## config.mk

```make
export PLATFORM = sky130hd
export DESIGN_NAME = bdtf_mac
export DESIGN_NICKNAME = d
export VERILOG_FILES = /design/src/rtl/bdtf_pkg.sv /design/src/rtl/bdtf_mac.sv
export SDC_FILE = /design/constraint.sdc
export NUM_CORES = 2
export LEC_CHECK = 0
export BUFFER_PORTS_ARGS = -buffer_cell sky130_fd_sc_hd__buf_2
export CAP_MARGIN = 20
export CORE_MARGIN = 4
export CORE_UTILIZATION = 60
export CTS_BUF_LIST = sky130_fd_sc_hd__clkbuf_16
export DETAILED_ROUTE_END_ITERATION = 6
export GPL_TIMING_DRIVEN = 0
export PLACE_DENSITY = 0.89
export SYNTH_ARGS = -nofsm -noshare
export SYNTH_HDL_FRONTEND = slang
export SYNTH_SLANG_ARGS = --single-unit
export TNS_END_PERCENT = 5
```

## constraint.sdc

```tcl
create_clock -name clk -period 7.7 [get_ports clk]
set_input_delay 0.385 -clock clk [delete_from_list [all_inputs] [get_ports clk]]
set_output_delay 0.385 -clock clk [all_outputs]
set_load 0.005 [all_outputs]
```

## src/rtl/bdtf_pkg.sv

```systemverilog
// shared types, codes and fixed-point helpers for the block dct threshold filter
// no dependencies; used by bdtf_mac and block_dct_threshold_filter_unit
package bdtf_pkg;

  localparam logic [1:0] OP_WRITE = 2'd0;
  localparam logic [1:0] OP_RUN   = 2'd1;
  localparam logic [1:0] OP_READ  = 2'd2;

  localparam logic [1:0] ST_OK   = 2'd0;
  localparam logic [1:0] ST_ADDR = 2'd1;
  localparam logic [1:0] ST_SIZE = 2'd2;

  localparam logic [1:0] REG_WIDTH  = 2'd0;
  localparam logic [1:0] REG_HEIGHT = 2'd1;
  localparam logic [1:0] REG_BLOCK  = 2'd2;
  localparam logic [1:0] REG_THRESH = 2'd3;

  localparam logic [6:0] SIDE_MAX = 7'd64;
  localparam logic signed [63:0] COS_STEP = 64'sd1072448455;
  localparam logic [31:0] HALF_ROOT = 32'd759250125;
  localparam logic [31:0] ONE_Q30 = 32'h4000_0000;

  typedef struct packed {
    logic [1:0] opcode;
    logic [5:0] row;
    logic [5:0] col;
    logic [7:0] pixel_in;
  } in_item_t;

  typedef struct packed {
    logic signed [11:0] pixel_out;
    logic [1:0]         status;
  } out_item_t;

  typedef struct packed {
    logic mul_en;
    logic acc_en;
    logic acc_first;
  } mac_ctrl_t;

  typedef logic signed [31:0] cos_tab_t [0:64];

  // round half away from zero, then shift right
  function automatic logic signed [63:0] rnd_shift(input logic signed [63:0] v, input int sh);
    logic [63:0] mag;
    logic [63:0] r;
    mag = v[63] ? 64'(-v) : 64'(v);
    r = (mag + (64'd1 << (sh - 1))) >> sh;
    return v[63] ? -$signed(r) : $signed(r);
  endfunction

  function automatic logic signed [31:0] sat32(input logic signed [63:0] v);
    if (v > 64'sd2147483647) return 32'sh7fff_ffff;
    else if (v < -64'sd2147483648) return 32'sh8000_0000;
    else return $signed(v[31:0]);
  endfunction

  // cos(pi*m/64) in q2.30 from the chebyshev recurrence
  function automatic cos_tab_t build_cos();
    cos_tab_t t;
    logic signed [63:0] c [0:64];
    c[0] = 64'sd1073741824;
    c[1] = COS_STEP;
    for (int m = 1; m < 64; m++) begin
      c[m + 1] = rnd_shift(64'sd2 * COS_STEP * c[m], 30) - c[m - 1];
    end
    for (int m = 0; m < 65; m++) begin
      t[m] = $signed(c[m][31:0]);
    end
    return t;
  endfunction

  localparam cos_tab_t COS_Q30 = build_cos();

endpackage

```

## src/rtl/bdtf_mac.sv

```systemverilog
// shared multiply-accumulate unit: one registered 32x32 multiply, 64-bit accumulator
// depends on bdtf_pkg
module bdtf_mac import bdtf_pkg::*; (
  input  logic               clk,
  input  mac_ctrl_t          ctrl,
  input  logic signed [31:0] op_a,
  input  logic signed [31:0] op_b,
  output logic signed [63:0] acc
);

  logic signed [63:0] prod;

  always_ff @(posedge clk) begin
    if (ctrl.mul_en) prod <= op_a * op_b;
    if (ctrl.acc_en) acc <= ctrl.acc_first ? prod : acc + prod;
  end

endmodule

```

Word level (Yosys, flattened, before mapping)
Cells that the tools add are included.
{ "word_totals": {"regBits": 128, "in_bits": 68, "output_inout_bits": 64, "elab_cells": 5} }
{ "classes": {"addsub": 1, "n_mul": 1, "n_mux": 1} }
{ "ops": {"columns": ["op", "count"], "rows": [
  ["$add 64x64->64", 1],
  ["$mul 32x32->64", 1],
  ["$mux 64", 1]
]} }

Depth between registers and ports, before layout
{ "depth": {"depth_word": 2, "depth_mapped": 29, "ltp_nobuf": 27} }

Worst setup path after synthesis
Ideal clock, no wire load.
{ "synth_timing": {"path_kind": "input -> register", "from": "in op_b[2]", "to": "reg prod[63] (data pin)", "setup_time_ps": 260, "t_arrival_ps": 7644, "t_required_ps": 7440, "path_slack_ps": -204, "cell_stages": 26, "n_path_buf": 1, "cell_sequence": "clkbuf_1 nand2_1 inv_1 fa_1 fa_1 fa_1 fa_1 inv_1 fa_1 inv_1 fa_1 inv_1 fa_1 inv_1 fa_1 ha_1 and4_1 nand3_1 or2_2 nor2_1 a2111o_1 o2111ai_1 nand2b_1 a211o_1 a21oi_1 xnor2_1"} }
{ "synth_via": {"elab_chain_len": 1} }
{ "synth_lines": {"columns": ["item", "line_no", "rtl"], "rows": [
  ["start, declared", "bdtf_mac.sv:7", "input logic signed [31:0] op_b,"],
  ["$mul 32x32->64", "bdtf_mac.sv:14", "if (ctrl.mul_en) prod <= op_a * op_b;"],
  ["end signal, assigned", "bdtf_mac.sv:14", null],
  ["end, declared", "bdtf_mac.sv:11", "logic signed [63:0] prod;"]
]} }
No other way between the ends.
A chain may end at the register's enable or synchronous reset.

Worst setup path in the final report
{ "layout_timing": {"from": "in op_b[3]", "to": "reg prod[60] (data pin)"} }
The elaborated chain is that of the path after synthesis.

==> results.yml <==
setup_path:
  rrSetupSlack_ps: 3150
  crit_chain: "buf_2 > buf_2 > nand2_1 > fa_1 > fa_1 > fa_1 > fa_1 > inv_1 > fa_1 > fa_1 > fa_2 > fa_1 > ha_4 > nand2_2 > nor2_4 > or4b_4 > or4_1 > o32a_2 > a21oi_4 > a31oi_4 > o41ai_2 > xor2_1"
  worst_r2r_endpoint: "acc[60]"
  timing.rr.start: "acc[0]"
  crit_path_max_incr_delay_ps: 620
  worst-setup-path-type: "in -> reg"
  cp-end-kind: "register"
  crit_required_ps: 7860
  worst_ep_arrival_time_ps: 8080
  r2r.worst_path.cells: 13
  crit_path_frequent_cell: "sky130_fd_sc_hd__fa_1"
  crit_slowest_cell: "sky130_fd_sc_hd__fa_1"
  crit_path_max_fanout: 10
  worstSetupStartpointType: "input pin"
synthesis:
  synth_top_flop_cell: "sky130_fd_sc_hd__edfxtp_1"
  netlist_top_cells_count: "sky130_fd_sc_hd__fa_1, sky130_fd_sc_hd__inv_1, sky130_fd_sc_hd__nand2_1, sky130_fd_sc_hd__and2_1, sky130_fd_sc_hd__ha_1"
  synthDominantAreaCellType: "sky130_fd_sc_hd__fa_1"
  ys_top_cells_by_area: "sky130_fd_sc_hd__fa_1, sky130_fd_sc_hd__edfxtp_1, sky130_fd_sc_hd__inv_1"
  synthCells: 4656
  synth_top_cell_area_share_pct: 49.0
  ys_warn_count: 0
  asyncSetResetFlopFracSynth_pct: 0
  yosys.cell_count.top_type: "sky130_fd_sc_hd__fa_1"
  syn_nets: 6054
  yosys_register_bits: 128
  synth.yosys.seq_area_share_pct: 8.69
  netlist-cell-type-count: 75
  netlist_area_before_placement_um2: 44200
  synthesis.area_per_instance_um2: 9.50
  synth-edff-count: 128
final_layout:
  final_layout_size_suffix_gt1_share_pct: 9.07
  syn2layout_area_growth_pct: 8.00
  final_nets: 6227
  utilization_pct: 65.4
detailed_routing:
  dr_total_vias: 35000
  wl_per_cell_um: 25.1
  first_iter_violations: 3151
  dr.pass1.iters: 7
  number_of_vias_per_cell_after_detailed_routing: 6.03
  topRoutingLayerUsed: "met5"
  total_drc_errors_in_the_routed_layout: 0
  ant_nets: 0
  total_wire_length_mm: 146
  detailroute.wirelength.met2_mm: 67.2
  met1_layer_wirelength_in_the_final_routing_mm: 50.0
  wl_met3_mm: 14.9
clock_network:
  tritoncts_clock_tree: "done"
  hold_buffers: 0
  clk_latency_ps: 430
  clkTransAtPathRegs_ps: 60
  clock_tree.root_cell: "sky130_fd_sc_hd__clkbuf_16"
  clock-sinks: 128
  cts_made_buffers: 17
  cts.path.max_buffers: 2
  cts.htree.levels: 4
job:
  drv.max_cap_violation_count: 0
timing:
  setup_ws_post_layout_ps: -216
  grt_setup_unrepaired: "true"
  final.setup_skew_ps: 8.67
  worst_slew_pin_slew_ps: 946
  report.final.setup_viol: 7
  max-slew-margin-rel_pct: 36.9
  max_freq_mhz: 126
  finalCritPeriodShare_pct: 103
  drv_slew: 0
  timing.final.crit_period_ps: 7920
  hold_violations: 0
place:
  globalplace.congestion: 1.05
  placement.io_buffers: 131
  dp_hpwl_mm: 124
run_status:
  status: "finished with violations"
  failed_checks: "negative setup slack"
floorplanning:
  dieWidth_um: 280
  core_area_um2: 73100
  initial_core_util_pct: 60.5
  fp-row-count: 99
  design.die.area_um2: 78100
  die_y_um: 280
  pin_count: 132
min_path:
  timing.hold.worst.start: "ctrl[2]"
  worst_hold_path.num_cells: 1
  worst_hold_path.endpoint: "prod[58]"
  min_path_type: "in -> reg"
grt:
  grtUsageTotal_pct: 37.9
  grt_pass1_vias: 37500
  grt_pass1_wl_mm: 219
  grt_antenna_before_repair: 14
  globalRouteOverflowTotal: 0
  grt_max_degree: 65
registers in the layout, summed over array words and instances (netlist names):
register,cells
prod,64
acc,64
cell type report:
type                       instances  area (um2)
multi-input combinational       3312       35900
tap                              959        1200
sequential                       128        3840
buffer                           238        1570
inverter                         977        3680
timing repair buffer             155         891
clock buffer                      17         425
fill                            5791       25300
antenna                           10        25.0
clock inverter                    14         191
logic make-up after synthesis:
group / count (synthesis) / synth area share, %
mux: 3 / 0.0735
buf+inv: 1216 / 10.4
flops: 128 / 8.69
simple gates: 1367 / 15.4
fa+ha+maj: 1330 / 56.0
xor+xnor: 126 / 2.49
compound gates: 486 / 6.93
worst max path at each step:
stage	from	endpoint	slack [ps]	depth (start not counted)
floorplan	op_a[31]	prod[60]	10	26
global placement	op_b[7]	prod[59]	-1340	27
detailed placement	op_b[8]	prod[59]	-1580	26
CTS	op_a[15]	prod[60]	-90	26
global route	op_b[8]	prod[60]	-400	25
finish	op_b[3]	prod[60]	-220	22
metrics by stage:
stage	setup TNS [ps]	setup WS (ps)	area (um2)	std cells	hold slack, ps
3_3_place_gp	-26220	-1340	46100	5746	542
4_1_cts	-287	-85.4	47500	5785	424
3_5_place_dp	-29000	-1580	46200	5747	561
6_report	-772	-216	47800	5810	433
5_1_grt	-2820	-399	47800	5801	435
2_1_floorplan	0	12.0	44300	4656	497
critical path: cells and delay by family:
family                     cells  cell delay, ps
buffers and inverters          3             580
and+or+nand+nor                5            1420
adders and majority gates      9            4690
xor gates and xnor gates       1             110
AOI/OAI and AO/OA              4             870
layout by cell type (no fill, tap or decap), types with 12 or more instances in the layout:
master                         n
sky130_fd_sc_hd__o21a_1       14
sky130_fd_sc_hd__buf_6        12
sky130_fd_sc_hd__clkbuf_8     16
sky130_fd_sc_hd__nor2b_1      12
sky130_fd_sc_hd__o21bai_1     20
sky130_fd_sc_hd__nor2_1       82
sky130_fd_sc_hd__a21oi_1     135
sky130_fd_sc_hd__nand4_1      22
sky130_fd_sc_hd__clkbuf_4     54
sky130_fd_sc_hd__buf_4        48
sky130_fd_sc_hd__a21o_1       77
sky130_fd_sc_hd__edfxtp_1    128
sky130_fd_sc_hd__nor3_1       21
sky130_fd_sc_hd__nand3_1      30
sky130_fd_sc_hd__xnor2_1      76
sky130_fd_sc_hd__nand2b_1     23
sky130_fd_sc_hd__fa_1       1073
sky130_fd_sc_hd__and2_1      515
sky130_fd_sc_hd__o31ai_1      13
sky130_fd_sc_hd__xor2_1       50
sky130_fd_sc_hd__inv_1       970
sky130_fd_sc_hd__nand2_1     613
sky130_fd_sc_hd__o21ai_0     125
sky130_fd_sc_hd__a211oi_1     14
sky130_fd_sc_hd__ha_1        239
sky130_fd_sc_hd__clkbuf_1     46
sky130_fd_sc_hd__clkbuf_16    18
sky130_fd_sc_hd__buf_2       141
sky130_fd_sc_hd__clkbuf_2     67
per-layer routing:
metal / vias up / global-route usage (%)
met2: 2133 / 60.5
met5: - / 0
met1: 17900 / 45.5
met3: 695 / 9.10
met4: 2 / 26.7
li1: 14400 / -
timing repair:
| item | 4_1_cts | 5_1_grt |
|---|---|---|
| setup endpoints to repair | 27 | 20 |
| buffers inserted | 7 | 16 |
| resized for setup | 292 | 118 |
| pin swaps | 6 | 9 |
Power is not shown: default switching activity piles up to over one toggle a cycle in this logic, so the estimate is an artifact.
